**config.mk**
```make
export PLATFORM = sky130hd
export DESIGN_NAME = kwm_state_mem
export DESIGN_NICKNAME = d
export VERILOG_FILES = /design/src/rtl/core/k_way_sorted_merge_defines.svh /design/src/rtl/core/kwm_pkg.sv /design/src/rtl/core/kwm_state_mem.sv
export SDC_FILE = /design/constraint.sdc
export NUM_CORES = 1
export LEC_CHECK = 0
export ABC_AREA = 1
export BUFFER_PORTS_ARGS = -buffer_cell sky130_fd_sc_hd__clkbuf_2
export CORE_MARGIN = 5
export CORE_UTILIZATION = 50
export DETAILED_ROUTE_END_ITERATION = 16
export GPL_TIMING_DRIVEN = 1
export PLACE_DENSITY_LB_ADDON = 0.08
export SYNTH_ARGS = -nofsm -noshare
export SYNTH_HDL_FRONTEND = slang
export SYNTH_SLANG_ARGS = --single-unit
export TNS_END_PERCENT = 30
```
**constraint.sdc**
```tcl
create_clock -name clock -period 1.9 [get_ports clock]
set_clock_uncertainty 0.2 [all_clocks]
set_input_delay 0.285 -clock clock [delete_from_list [all_inputs] [get_ports clock]]
set_output_delay 0.285 -clock clock [all_outputs]
set_load 0.01 [all_outputs]
```
**src/rtl/core/k_way_sorted_merge_defines.svh**
```systemverilog
// Assertion macros shared by the k-way sorted merge RTL.
// Depends on nothing; included by the files that carry assertions.
`ifndef K_WAY_SORTED_MERGE_DEFINES_SVH
`define K_WAY_SORTED_MERGE_DEFINES_SVH

// Same-cycle implication, disabled while reset is high.
`define KWM_ASSERT_IMP(lbl, ante, cons) \
   lbl: assert property (@(posedge clock) disable iff (reset) (ante) |-> (cons)) \
      else $error("kwm assertion failed");

// Next-cycle implication, disabled while reset is high.
`define KWM_ASSERT_NXT(lbl, ante, cons) \
   lbl: assert property (@(posedge clock) disable iff (reset) (ante) |=> (cons)) \
      else $error("kwm assertion failed");

`endif

```
**src/rtl/core/kwm_pkg.sv**
```systemverilog
// Package for the k-way sorted merge: field widths, operation and status codes,
// controller state type and the result record. Depends on nothing.
package kwm_pkg;

   localparam int DEF_NUM_LISTS  = 8;
   localparam int DEF_LIST_DEPTH = 256;

   localparam int FUNC_W     = 2;
   localparam int LIST_IDX_W = 3;
   localparam int VALUE_W    = 32;
   localparam int STATUS_W   = 2;

   localparam logic [FUNC_W-1:0] FUNC_CLEAR  = 2'd0;
   localparam logic [FUNC_W-1:0] FUNC_APPEND = 2'd1;
   localparam logic [FUNC_W-1:0] FUNC_POP    = 2'd2;

   localparam logic [STATUS_W-1:0] STATUS_OK    = 2'd0;
   localparam logic [STATUS_W-1:0] STATUS_FULL  = 2'd1;
   localparam logic [STATUS_W-1:0] STATUS_EMPTY = 2'd2;

   typedef enum logic [2:0] {
      ST_IDLE,
      ST_APPEND,
      ST_SCAN,
      ST_WRBACK,
      ST_DONE
   } kwm_state_type;

   typedef struct packed {
      logic [VALUE_W-1:0]    value;
      logic [LIST_IDX_W-1:0] src;
      logic [STATUS_W-1:0]   status;
   } kwm_rsp_type;

endpackage

```
**src/rtl/core/kwm_state_mem.sv**
```systemverilog
// Per-list state store holding {length, read position}, with valid bits so that
// a clear empties every list at once. Depends on kwm_pkg.
module kwm_state_mem import kwm_pkg::*; #(
   parameter int NUM_LISTS = DEF_NUM_LISTS,
   parameter int IW        = $clog2(NUM_LISTS),
   parameter int SW        = 18
) (
   input  logic          clock,
   input  logic          reset,
   input  logic          clear,
   input  logic          wr_en,
   input  logic [IW-1:0] wr_addr,
   input  logic [SW-1:0] wr_data,
   input  logic          rd_en,
   input  logic [IW-1:0] rd_addr,
   output logic [SW-1:0] rd_data
);

   localparam int ENTRIES = 1 << IW;

   logic [SW-1:0]      mem [ENTRIES];
   logic [ENTRIES-1:0] valid_ff;
   logic [SW-1:0]      rd_word_ff;
   logic               rd_valid_ff;

   always_ff @(posedge clock) begin
      if (reset || clear) begin
         valid_ff <= '0;
      end else if (wr_en) begin
         valid_ff[wr_addr] <= 1'b1;
      end
   end

   always_ff @(posedge clock) begin
      if (wr_en) begin
         mem[wr_addr] <= wr_data;
      end
      if (rd_en) begin
         rd_word_ff  <= mem[rd_addr];
         rd_valid_ff <= valid_ff[rd_addr];
      end
   end

   assign rd_data = rd_valid_ff ? rd_word_ff : '0;

endmodule

```
==> flow_metrics.py <==
metrics = {
    "die": {
        "core_area_mm2": 0.01453,
        "dieArea_mm2": 0.01738,
        "ioPinCount": 47,
        "dieHeight_um": 131.8,
        "dieWidth_um": 131.8,
        "initial_core_util": 0.5108,
        "rows": 44,
    },
    "clocking": {
        "cts.reportedPaths.clkPinSlew_ns": 0.06,
        "cts-root-buf": "clkbuf_16",
        "ctsResizeCount": 0,
        "htree_levels": 4,
        "cts_num_sinks": 171,
        "cts_tree": "done",
        "clk_latency_ns": 0.42,
        "clockBufferDepth": 2,
        "cts_made_buffers": 17,
    },
    "place": {
        "gp_congestion": 0.7286,
        "hpwl_um": 8614,
        "dp_cells": 970,
        "place_ws_ns": 0.2904,
        "port_buffers": 46,
    },
    "grt": {
        "grt_overflow": 0,
        "grt_first_pass_wirelength_um": 24990,
        "grt_max_degree": 60,
        "antenna_found_initial": 0,
        "track_usage": 0.1841,
        "grt_pass1_vias": 4821,
    },
    "drt": {
        "wl_per_cell_um": 15.04,
        "finalWirelength_um": 15360,
        "vias": 4872,
        "ant_nets": 0,
        "post_drt_via_cell_ratio": 4.772,
        "drt-initial-drc-count": 329,
        "drt_pass1_iterations": 4,
        "drc": 0,
    },
    "timing": {
        "setup_violations": 0,
        "clock.fmax_ghz": 0.5525,
        "report.final.slew_viol_count": 0,
        "fin_crit_sh": 0.9526,
        "finalCriticalPeriod_ns": 1.810,
        "rsz0062_at_grt": "no",
        "finalHoldViolations": 0,
        "setup_slack_ns": 0.09003,
        "tightest_slew_ns": 0.3625,
        "setup_tns_ns": 0,
        "slew-limit-headroom": 0.7583,
    },
    "synthesis": {
        "synth_fa_ha_area_frac": 0,
        "yosysWarnings": 0,
        "synth_cell_types": 14,
        "synth_edf_count": 163,
        "syn-num-nets": 781,
        "synth-seq-cells": 171,
        "synth_xor_area_frac": 0,
        "synth_top_family_by_area": "simple AND/OR/NAND/NOR gates",
        "synth_cells": 752,
        "synth.avg_cell_area_um2": 9.872,
        "synth_top_cell_by_area": "edfxtp_1",
        "synth_common_cells": "nand2_1 (274), inv_1 (183), edfxtp_1 (163)",
        "syn_area_mm2": 0.007423,
        "synth_compound_area_frac": 0.004719,
        "yosys.area_share.simple": 0.1942,
        "async_flop_share": 0,
        "synth_most_common_cell": "nand2_1",
        "synth_top_area_frac": 0.6594,
        "synth.mux.area_fraction": 0,
        "synthTopCellsByArea": "edfxtp_1 (66%), nand2_1 (14%), inv_1 (9.3%)",
        "synth-seq-area-share": 0.6809,
        "ys.flop_type": "edfxtp_1",
    },
    "final_layout": {
        "fin_nets": 853,
        "utilization": 0.6027,
        "fin_cells": 1021,
        "diodes": 0,
        "drive_gt1_frac": 0.1207,
        "area_growth_pct": 18.00,
    },
    "critical_path": {
        "slowest_delay_ns": 0.47,
        "crit_fanout": 12,
        "worstPathRequired_ns": 1.41,
        "cp_cell_sequence": "buf_12, nand2_1, inv_1, clkbuf_2",
        "timing.rr.start": "mem[7][17]",
        "crit_type": "register to output pin",
        "cp-start-kind": "register",
        "end_kind": "output pin",
        "crit_family": "flip-flops",
        "r2r-end": "rd_word_ff[17]",
        "slowest_stage": "edfxtp_1",
        "path_buf_inv": 3,
        "cp.arrival_ns": 1.32,
        "rrSetupSlack_ns": 0.70,
        "r2r_cells": 6,
    },
    "power": {
        "power_density_mw_per_mm2": 952.3,
        "leakagePower_nw": 4.174,
        "peakVddDrop_mv": 0.7298,
    },
    "job": {
        "maxCapViolCount": 0,
    },
    "min_path": {
        "holdPathEnd": "valid_ff[6]",
        "hold_depth": 4,
        "hold_path.class": "input port to register",
        "holdCritStartpoint": "wr_addr[0]",
    },
    "run_status": {
        "status": "completed",
    },
}
==> layout by cell type, fill, tap and decap left out, types with 7 or more instances in the layout <==
cell	instances
a21oi_1	7
buf_12	12
buf_4	8
clkbuf_16	17
clkbuf_2	46
dfxtp_1	8
dlygate4sd3_1	18
edfxtp_1	163
inv_1	183
nand2_1	274
nand3_1	76
==> sequential cells by signal (all words and copies together) (netlist names) <==
register and count:
mem 144, rd_word_ff 18, valid_ff 8, rd_valid_ff 1
==> worst max-delay path by stage <==
stage,endpoint,cells past startpoint,start,slack (ns)
2_1_floorplan,mem[7][0],2,wr_addr[1],0.14
3_5_place_dp,rd_word_ff[10],8,rd_addr[0],0.29
6_report,rd_data[0],4,rd_valid_ff,0.09
4_1_cts,rd_data[5],4,rd_valid_ff,0.06
5_1_grt,rd_data[5],4,rd_valid_ff,0.02
3_3_place_gp,rd_word_ff[10],8,rd_addr[0],0.34
==> cell type report <==
type | count | area, um^2
tap | 184 | 230.2
clock buffer | 17 | 425.4
clock inverter | 15 | 165.2
fill | 1238 | 5774
inverter | 185 | 694.4
multi-input combinational | 365 | 1479
timing repair buffer | 84 | 710.7
sequential | 171 | 5055
==> report_power, final <==
group / total, mW / switching, mW / internal (mW)
clock network: 3.42 / 1.46 / 1.96
registers: 4.31 / 0.0345 / 4.28
logic: 0.609 / 0.389 / 0.220
total: 8.34 / 1.89 / 6.45
==> cells by family (layout without fill, tap and decap cells) <==
group           Yosys count  in the layout
flops                   171            171
buf+inv                 216            301
simple gates            358            358
compound gates            7              7
==> metal layers <==
layer  share of wire  vias up  GRT usage  wire length (um)
met5               0        -          0                 0
met4           0.019        0    0.06686               286
met3           0.048       27    0.03511               742
met2            0.48      104     0.3056              7414
met1            0.45     2289     0.2430              6913
li1                -     2452          -                 -
==> what timing repair did <==
action / 4_1_cts / 5_1_grt
endpoints found under the hold margin: 144 / 0
setup endpoints to repair: 12 / 0
setup buffers: 1 / 0
hold buffers: 18 / 0
==> metrics by stage <==
step / hold WS, ns / cell area [um^2] / power, mW
after global placement: 0.2459 / 7981 / 4.963
after floorplan: 0.1839 / 7423 / 4.736
after CTS: 0.004581 / 8760 / 8.418
final: 0.02091 / 8760 / 8.341
after detailed placement: 0.2468 / 7981 / 4.977
after global routing: 0.02879 / 8760 / 8.661
==> tightest hold or removal path, cell delays in order <==
cell and delay, ns:
clkbuf_2 0.09, nor2_1 0.08, nand2_1 0.08, a21oi_1 0.06
Power figures use the tool's default switching activity.
