`config.mk`:
```
export PLATFORM = sky130hd
export DESIGN_NAME = kwm_ctrl
export DESIGN_NICKNAME = d
export VERILOG_FILES = /design/src/rtl/core/kwm_pkg.sv /design/src/rtl/core/kwm_ctrl.sv
export VERILOG_INCLUDE_DIRS = /design/src /design/src/rtl/core
export SDC_FILE = /design/constraint.sdc
export NUM_CORES = 1
export LEC_CHECK = 0
export BUFFER_PORTS_ARGS = -buffer_cell sky130_fd_sc_hd__buf_2
export CORE_ASPECT_RATIO = 1.25
export CORE_MARGIN = 5
export CORE_UTILIZATION = 35
export CTS_CLUSTER_DIAMETER = 120
export DETAILED_ROUTE_END_ITERATION = 10
export SYNTH_ARGS = -nofsm -noshare
export SYNTH_HDL_FRONTEND = slang
export SYNTH_SLANG_ARGS = --single-unit
export TNS_END_PERCENT = 5
```
`constraint.sdc`:
```
create_clock -name clock -period 11.7 [get_ports clock]
set_clock_uncertainty 0.05 [all_clocks]
set_input_delay 1.755 -clock clock [delete_from_list [all_inputs] [get_ports clock]]
set_output_delay 1.755 -clock clock [all_outputs]
set_load 0.02 [all_outputs]
```
`src/rtl/core/k_way_sorted_merge_defines.svh`:
```
// Assertion macros shared by the k-way sorted merge RTL.
// Depends on nothing; included by the files that carry assertions.
`ifndef K_WAY_SORTED_MERGE_DEFINES_SVH
`define K_WAY_SORTED_MERGE_DEFINES_SVH

// Same-cycle implication, disabled while reset is high.
`define KWM_ASSERT_IMP(lbl, ante, cons) \
   lbl: assert property (@(posedge clock) disable iff (reset) (ante) |-> (cons)) \
      else $error("kwm assertion failed");

// Next-cycle implication, disabled while reset is high.
`define KWM_ASSERT_NXT(lbl, ante, cons) \
   lbl: assert property (@(posedge clock) disable iff (reset) (ante) |=> (cons)) \
      else $error("kwm assertion failed");

`endif

```
`src/rtl/core/kwm_pkg.sv`:
```
// Package for the k-way sorted merge: field widths, operation and status codes,
// controller state type and the result record. Depends on nothing.
package kwm_pkg;

   localparam int DEF_NUM_LISTS  = 8;
   localparam int DEF_LIST_DEPTH = 256;

   localparam int FUNC_W     = 2;
   localparam int LIST_IDX_W = 3;
   localparam int VALUE_W    = 32;
   localparam int STATUS_W   = 2;

   localparam logic [FUNC_W-1:0] FUNC_CLEAR  = 2'd0;
   localparam logic [FUNC_W-1:0] FUNC_APPEND = 2'd1;
   localparam logic [FUNC_W-1:0] FUNC_POP    = 2'd2;

   localparam logic [STATUS_W-1:0] STATUS_OK    = 2'd0;
   localparam logic [STATUS_W-1:0] STATUS_FULL  = 2'd1;
   localparam logic [STATUS_W-1:0] STATUS_EMPTY = 2'd2;

   typedef enum logic [2:0] {
      ST_IDLE,
      ST_APPEND,
      ST_SCAN,
      ST_WRBACK,
      ST_DONE
   } kwm_state_type;

   typedef struct packed {
      logic [VALUE_W-1:0]    value;
      logic [LIST_IDX_W-1:0] src;
      logic [STATUS_W-1:0]   status;
   } kwm_rsp_type;

endpackage

```
`src/rtl/core/kwm_ctrl.sv`:
```
// Controller for the k-way sorted merge: sequences append, clear and the pop
// scan over the state and element stores, and holds the result register.
// Depends on kwm_pkg and k_way_sorted_merge_defines.svh.
`include "k_way_sorted_merge_defines.svh"
module kwm_ctrl import kwm_pkg::*; #(
   parameter int NUM_LISTS  = DEF_NUM_LISTS,
   parameter int LIST_DEPTH = DEF_LIST_DEPTH,
   parameter int IW         = $clog2(NUM_LISTS),
   parameter int LW         = $clog2(LIST_DEPTH + 1),
   parameter int AW         = $clog2(NUM_LISTS * LIST_DEPTH)
) (
   input  logic                  clock,
   input  logic                  reset,
   input  logic                  req_valid,
   output logic                  req_stall,
   input  logic [FUNC_W-1:0]     req_func,
   input  logic [LIST_IDX_W-1:0] req_list_index,
   input  logic [VALUE_W-1:0]    req_value,
   output logic                  rsp_valid,
   input  logic                  rsp_stall,
   output logic [VALUE_W-1:0]    rsp_merged_value,
   output logic [LIST_IDX_W-1:0] rsp_source_list,
   output logic [STATUS_W-1:0]   rsp_status,
   output logic                  st_clear,
   output logic                  st_wr_en,
   output logic [IW-1:0]         st_wr_addr,
   output logic [2*LW-1:0]       st_wr_data,
   output logic                  st_rd_en,
   output logic [IW-1:0]         st_rd_addr,
   input  logic [2*LW-1:0]       st_rd_data,
   output logic                  el_wr_en,
   output logic [AW-1:0]         el_wr_addr,
   output logic [VALUE_W-1:0]    el_wr_data,
   output logic                  el_rd_en,
   output logic [AW-1:0]         el_rd_addr,
   input  logic [VALUE_W-1:0]    el_rd_data
);

   localparam int CW = $clog2(NUM_LISTS + 1);

   kwm_state_type state_ff, state_in;

   logic [FUNC_W-1:0]  func_ff, func_in;
   logic [IW-1:0]      idx_ff, idx_in;
   logic               idx_ok_ff, idx_ok_in;
   logic [VALUE_W-1:0] value_ff, value_in;

   logic [CW-1:0]      scan_ff, scan_in;
   logic               s1_vld_ff, s1_vld_in;
   logic [IW-1:0]      s1_idx_ff, s1_idx_in;
   logic               s2_vld_ff, s2_vld_in;
   logic [IW-1:0]      s2_idx_ff, s2_idx_in;
   logic [LW-1:0]      s2_len_ff, s2_len_in;
   logic [LW-1:0]      s2_pos_ff, s2_pos_in;
   logic               found_ff, found_in;
   logic [IW-1:0]      best_idx_ff, best_idx_in;
   logic [VALUE_W-1:0] best_val_ff, best_val_in;
   logic [LW-1:0]      best_len_ff, best_len_in;
   logic [LW-1:0]      best_pos_ff, best_pos_in;

   kwm_rsp_type        res_ff, res_in;
   kwm_rsp_type        out_ff, out_in;
   logic               rsp_valid_ff, rsp_valid_in;

   logic               accept;
   logic [LW-1:0]      rd_len;
   logic [LW-1:0]      rd_pos;
   logic               avail;
   logic               scan_done;
   logic               out_free;

   assign accept    = req_valid && !req_stall;
   assign rd_len    = st_rd_data[2*LW-1:LW];
   assign rd_pos    = st_rd_data[LW-1:0];
   assign avail     = s1_vld_ff && (rd_pos < rd_len) && (32'(rd_pos) < LIST_DEPTH);
   assign scan_done = (32'(scan_ff) >= NUM_LISTS) && !s1_vld_ff && !s2_vld_ff;
   assign out_free  = !rsp_valid_ff || !rsp_stall;

   always_comb begin
      state_in = state_ff;
      case (state_ff)
         ST_IDLE: begin
            if (accept) begin
               if (req_func == FUNC_APPEND) begin
                  state_in = ST_APPEND;
               end else if (req_func == FUNC_POP) begin
                  state_in = ST_SCAN;
               end else begin
                  state_in = ST_DONE;
               end
            end
         end
         ST_APPEND: state_in = ST_DONE;
         ST_SCAN: begin
            if (scan_done) begin
               state_in = ST_WRBACK;
            end
         end
         ST_WRBACK: state_in = ST_DONE;
         ST_DONE: begin
            if (out_free) begin
               state_in = ST_IDLE;
            end
         end
         default: state_in = ST_IDLE;
      endcase
   end

   always_comb begin
      req_stall    = (state_ff != ST_IDLE);
      func_in      = func_ff;
      idx_in       = idx_ff;
      idx_ok_in    = idx_ok_ff;
      value_in     = value_ff;
      scan_in      = scan_ff;
      s1_vld_in    = 1'b0;
      s1_idx_in    = s1_idx_ff;
      s2_vld_in    = 1'b0;
      s2_idx_in    = s2_idx_ff;
      s2_len_in    = s2_len_ff;
      s2_pos_in    = s2_pos_ff;
      found_in     = found_ff;
      best_idx_in  = best_idx_ff;
      best_val_in  = best_val_ff;
      best_len_in  = best_len_ff;
      best_pos_in  = best_pos_ff;
      res_in       = res_ff;
      out_in       = out_ff;
      rsp_valid_in = rsp_valid_ff && rsp_stall;
      st_clear     = 1'b0;
      st_wr_en     = 1'b0;
      st_wr_addr   = idx_ff;
      st_wr_data   = {rd_len + LW'(1), rd_pos};
      st_rd_en     = 1'b0;
      st_rd_addr   = IW'(req_list_index);
      el_wr_en     = 1'b0;
      el_wr_addr   = AW'(32'(idx_ff) * LIST_DEPTH + 32'(rd_len));
      el_wr_data   = value_ff;
      el_rd_en     = 1'b0;
      el_rd_addr   = AW'(32'(s1_idx_ff) * LIST_DEPTH + 32'(rd_pos));
      case (state_ff)
         ST_IDLE: begin
            if (accept) begin
               func_in   = req_func;
               idx_in    = IW'(req_list_index);
               idx_ok_in = (32'(req_list_index) < NUM_LISTS);
               value_in  = req_value;
               st_rd_en  = 1'b1;
               scan_in   = '0;
               found_in  = 1'b0;
               res_in    = '{value: '0, src: '0, status: STATUS_OK};
               if (req_func == FUNC_CLEAR) begin
                  st_clear = 1'b1;
               end
            end
         end
         ST_APPEND: begin
            if (idx_ok_ff && (32'(rd_len) < LIST_DEPTH)) begin
               el_wr_en = 1'b1;
               st_wr_en = 1'b1;
               res_in   = '{value: '0, src: '0, status: STATUS_OK};
            end else begin
               res_in   = '{value: '0, src: '0, status: STATUS_FULL};
            end
         end
         ST_SCAN: begin
            if (32'(scan_ff) < NUM_LISTS) begin
               st_rd_en   = 1'b1;
               st_rd_addr = scan_ff[IW-1:0];
               scan_in    = scan_ff + CW'(1);
               s1_vld_in  = 1'b1;
               s1_idx_in  = scan_ff[IW-1:0];
            end
            el_rd_en  = avail;
            s2_vld_in = avail;
            s2_idx_in = s1_idx_ff;
            s2_len_in = rd_len;
            s2_pos_in = rd_pos;
            if (s2_vld_ff && (!found_ff || ($signed(el_rd_data) < $signed(best_val_ff)))) begin
               found_in    = 1'b1;
               best_idx_in = s2_idx_ff;
               best_val_in = el_rd_data;
               best_len_in = s2_len_ff;
               best_pos_in = s2_pos_ff;
            end
         end
         ST_WRBACK: begin
            if (found_ff) begin
               st_wr_en   = 1'b1;
               st_wr_addr = best_idx_ff;
               st_wr_data = {best_len_ff, best_pos_ff + LW'(1)};
               res_in     = '{value: best_val_ff, src: LIST_IDX_W'(best_idx_ff),
                              status: STATUS_OK};
            end else begin
               res_in     = '{value: '0, src: '0, status: STATUS_EMPTY};
            end
         end
         ST_DONE: begin
            if (out_free) begin
               out_in       = res_ff;
               rsp_valid_in = 1'b1;
            end
         end
         default: begin
         end
      endcase
   end

   always_ff @(posedge clock) begin
      if (reset) begin
         state_ff     <= ST_IDLE;
         rsp_valid_ff <= 1'b0;
         s1_vld_ff    <= 1'b0;
         s2_vld_ff    <= 1'b0;
         found_ff     <= 1'b0;
         scan_ff      <= '0;
      end else begin
         state_ff     <= state_in;
         rsp_valid_ff <= rsp_valid_in;
         s1_vld_ff    <= s1_vld_in;
         s2_vld_ff    <= s2_vld_in;
         found_ff     <= found_in;
         scan_ff      <= scan_in;
      end
   end

   always_ff @(posedge clock) begin
      func_ff     <= func_in;
      idx_ff      <= idx_in;
      idx_ok_ff   <= idx_ok_in;
      value_ff    <= value_in;
      s1_idx_ff   <= s1_idx_in;
      s2_idx_ff   <= s2_idx_in;
      s2_len_ff   <= s2_len_in;
      s2_pos_ff   <= s2_pos_in;
      best_idx_ff <= best_idx_in;
      best_val_ff <= best_val_in;
      best_len_ff <= best_len_in;
      best_pos_ff <= best_pos_in;
      res_ff      <= res_in;
      out_ff      <= out_in;
   end

   assign rsp_valid        = rsp_valid_ff;
   assign rsp_merged_value = out_ff.value;
   assign rsp_source_list  = out_ff.src;
   assign rsp_status       = out_ff.status;

   `KWM_ASSERT_NXT(a_stall_after_accept, accept, req_stall)
   `KWM_ASSERT_IMP(a_elem_write_in_append, el_wr_en, state_ff == ST_APPEND)
   `KWM_ASSERT_IMP(a_append_func, state_ff == ST_APPEND, func_ff == FUNC_APPEND)
   `KWM_ASSERT_IMP(a_popped_head_live, (state_ff == ST_WRBACK) && found_ff,
                   best_pos_ff < best_len_ff)

endmodule

```
==> summary.txt <==
Route
  • Post-route DRC: 0
  • DR WL/cell: roughly 16 um
  • Post-route ant nets: 0
  • Drt initial violations: 230
  • DR WL met3: roughly 1100 um
  • DR pass1 iterations: 5
  • DR top layer: met4
  • Via count: around 4800
  • Met1 WL: a little under 7000 um
  • WL met2: about 8600 um
  • DR vias/cell: ~4.6
  • Total Wirelength: between 15000 and 20000 um

Placement
  • GP Congestion: between 0.8 and 0.9
  • HPWL after DPL: 12700 um
  • Post-place setup slack: 6.50 ns
  • I/O Buffers: 212

Timing
  • Final setup fails: 0
  • Setup WS post-layout: 6.52 ns
  • Setup tns final: 0 ns
  • Worst Tran Pin Value: 0.893 ns
  • Final period util: ~44%
  • Slew HR: 40.3%
  • Peak Freq: between 150 and 200 MHz
  • RSZ-0062 raised after global routing: no
  • Pins Over Slew Limit: 0
  • Minimum clock period: slightly above 5 ns
  • Fin. Hold Viols: 0

Clock tree
  • Root Buffer: clkbuf_16
  • Resize count post-CTS: 0
  • Cts hold-fix bufs: 0
  • H-tree depth: 4
  • Post-CTS Setup Bufs: 0
  • Sink Count: 197
  • Clk buf depth: 2
  • TritonCTS clock tree: built
  • Clock Latency Late Sink: 0.42 ns
  • Cts bufs inserted: 17
  • Clk slew on worst S/H paths: around 0.070 ns

Flow run
  • Number of max-cap violations: 0

Synthesis
  • Distinct cells, synth: 39
  • Cell accounting for the most synthesized area: edfxtp_1
  • Synth warn: 0
  • Synth top area share: 69.8%
  • Sequential share of the synthesized area: ~73%
  • #FFs+latches synth: just under 200
  • Mapped Nets: 690
  • Largest cells by area after synthesis: edfxtp_1, ha_1, dfxtp_1, inv_1, nor2_1
  • Synthesized cell area: 8000 sq um
  • Syn avg cell area: about 15 sq um
  • Synth Instances: ~550

Global route
  • Overflow after GRT: 0
  • Initial antenna violation count: 1
  • Largest net degree at the start of global routing: 41
  • First-pass GRT wire length: around 27000 um
  • Gr usage total: between 10% and 20%
  • Vias in the first global route: between 5000 and 6000

Critical path
  • CP Max Fanout: 7
  • Worst path most repeated cell: a21o_1
  • Max incr delay on CP: roughly 0.31 ns
  • Worst Setup End Kind: output pin
  • Critical path's slowest cell: a211o_1
  • Setup CP Type: input pin to output pin
  • Worst path top cell family by delay: compound AO/OA/AOI/OAI gates
  • WP data required: just under 10 ns
  • Crit start category: input pin
  • Bufs and invs on worst path: 3
  • Arrival @ worst endpoint: approximately 3.4 ns
  • Critical-path cell list: buf_2 > inv_1 > ha_1 > a21o_1 > a21o_1 > a21o_1 > a211o_1 > a21oi_1 > buf_2

Pwr
  • Comb power frac: under 10%
  • Clock power frac: 37.6%
  • Power Total: 0.00156 W
  • NetSw: 0.000374 W
  • Sequential power share: between 50% and 60%
  • LEAKAGE: 4.12 nW
  • Power density over the cells: about 160 nW/um^2
  • Pint: 0.00118 W
  • Sw Share: between 20% and 30%
  • Maximum VDD drop: approximately 0.11 mV

Hold path
  • Hold Crit Class: register to register

Floorplan
  • Die Height: roughly 180 um
  • Initial Utilization: a little over a third
  • Chip width: between 100 and 150 um
  • Core Box Area: ~22000 sq um
  • Die area: 26000 sq um
  • I/O pin count: between 200 and 250
  • Std-Cell Rows: 61

Cells and area
  • Final net count: around 900
  • ANT cells: 0
  • FF+latch area: ~5800 sq um
  • Multi-input gate area: around 1900 sq um
  • Area growth, synth to finish: 23.8%
  • # fillers: around 2100
  • Ratio of cells with drive above 1 in the final layout: ~33%

Run status
  • Status: completed
-- final timing paths --
path                        start              endpoint  slack [ns]  depth (start not counted)
hold reg to reg        res_ff[25]  rsp_merged_value[20]        0.37                          0
setup / recovery   st_rd_data[10]              el_rd_en        6.52                          9
setup reg to reg  best_val_ff[31]        best_pos_ff[3]        8.19                          9
hold / removal         res_ff[25]  rsp_merged_value[20]        0.37                          0
-- state kept, by name, summed over array words and instances (netlist names), 4 cells and up --
name and cells:
best_pos_ff 9, s2_pos_ff 9, best_len_ff 9, scan_ff 4, s2_len_ff 9, el_wr_data 32, rsp_merged_value 32, best_val_ff 32
res_ff 37
-- cells in the mapped netlist, drive strengths merged --
| cell | count |
|---|---|
| a211o | 1 |
| ha | 50 |
| nor2b | 3 |
| a211oi | 1 |
| nand4 | 8 |
| o211ai | 1 |
| and2 | 4 |
| xor2 | 7 |
| o21a | 1 |
| inv | 49 |
| nor4bb | 1 |
| nor2 | 47 |
| and3 | 2 |
| clkbuf | 7 |
| nand2 | 44 |
| a31o | 1 |
| a311oi | 1 |
| o21ai | 25 |
| nand3 | 12 |
| buf | 20 |
| or3b | 1 |
| a221o | 1 |
| or3 | 1 |
| a41o | 1 |
| a2111oi | 2 |
| dfxtp | 11 |
| a21oi | 23 |
| nor4 | 2 |
| nor3b | 2 |
| a21o | 9 |
| nor3 | 9 |
| edfxtp | 186 |
| o2111a | 1 |
| nand2b | 4 |
| a41oi | 1 |
| xnor2 | 10 |
-- through the flow --
step	instances	instance area [sq um]	util [%]	hold slack [ns]
after floorplan	549	8000	-	0.350
after global placement	1022	9310	41.6	0.350
after detailed placement	1022	9310	41.6	0.355
after CTS	1054	9900	44.3	0.370
after global routing	1054	9900	44.3	0.374
final	1054	9900	44.3	0.366
-- kinds of logic after synthesis --
kind of cell	Yosys count	share of synthesized area [%]
flip-flops	197	72.6
AND/OR/NAND/NOR	140	8.09
buffers and inverters	76	4.41
AO/OA/AOI/OAI	69	5.24
adder cells (fa/ha/maj)	50	7.82
XOR/XNOR	17	1.86
-- metal layers --
layer	GRT usage [%]	vias up
li1	-	2387
met1	15.5	2276
met2	22.4	147
met3	4.05	26
met4	5.95	0
met5	0	-
-- layout make-up --
type	count	share of cell area (%)
repair buffers	217	11.1
well taps	283	3.58
inverters	49	1.86
multi-input cells	276	18.8
flip-flops and latches	197	58.6
clock buffers	17	4.30
clock inverters	15	1.69
-- power groups by stage --
stage / sequential, W / clock [W] / combinational (W)
after CTS: 0.000826 / 0.000606 / 0.000148
after detailed placement: 0.000842 / 0 / 0.000148
after floorplan: 0.000862 / 0 / 0.0000643
final: 0.000825 / 0.000585 / 0.000145
after global placement: 0.000840 / 0 / 0.000147
after global routing: 0.000829 / 0.000641 / 0.000159
-- cells in the final DEF, fill, tap and decap left out, drive strengths merged, types with 3 or more instances in the layout --
cell type	n
ha	50
inv	54
a21o	9
o21ai	25
clkbuf	17
nand2	44
a21oi	23
nand2b	4
nand3	12
xor2	7
xnor2	10
nand4	8
nor2b	3
edfxtp	186
clkinv	5
clkinvlp	3
buf	217
dfxtp	11
nor3	9
and2	4
nor2	47
Note: power is estimated with default switching activity, not from simulation.
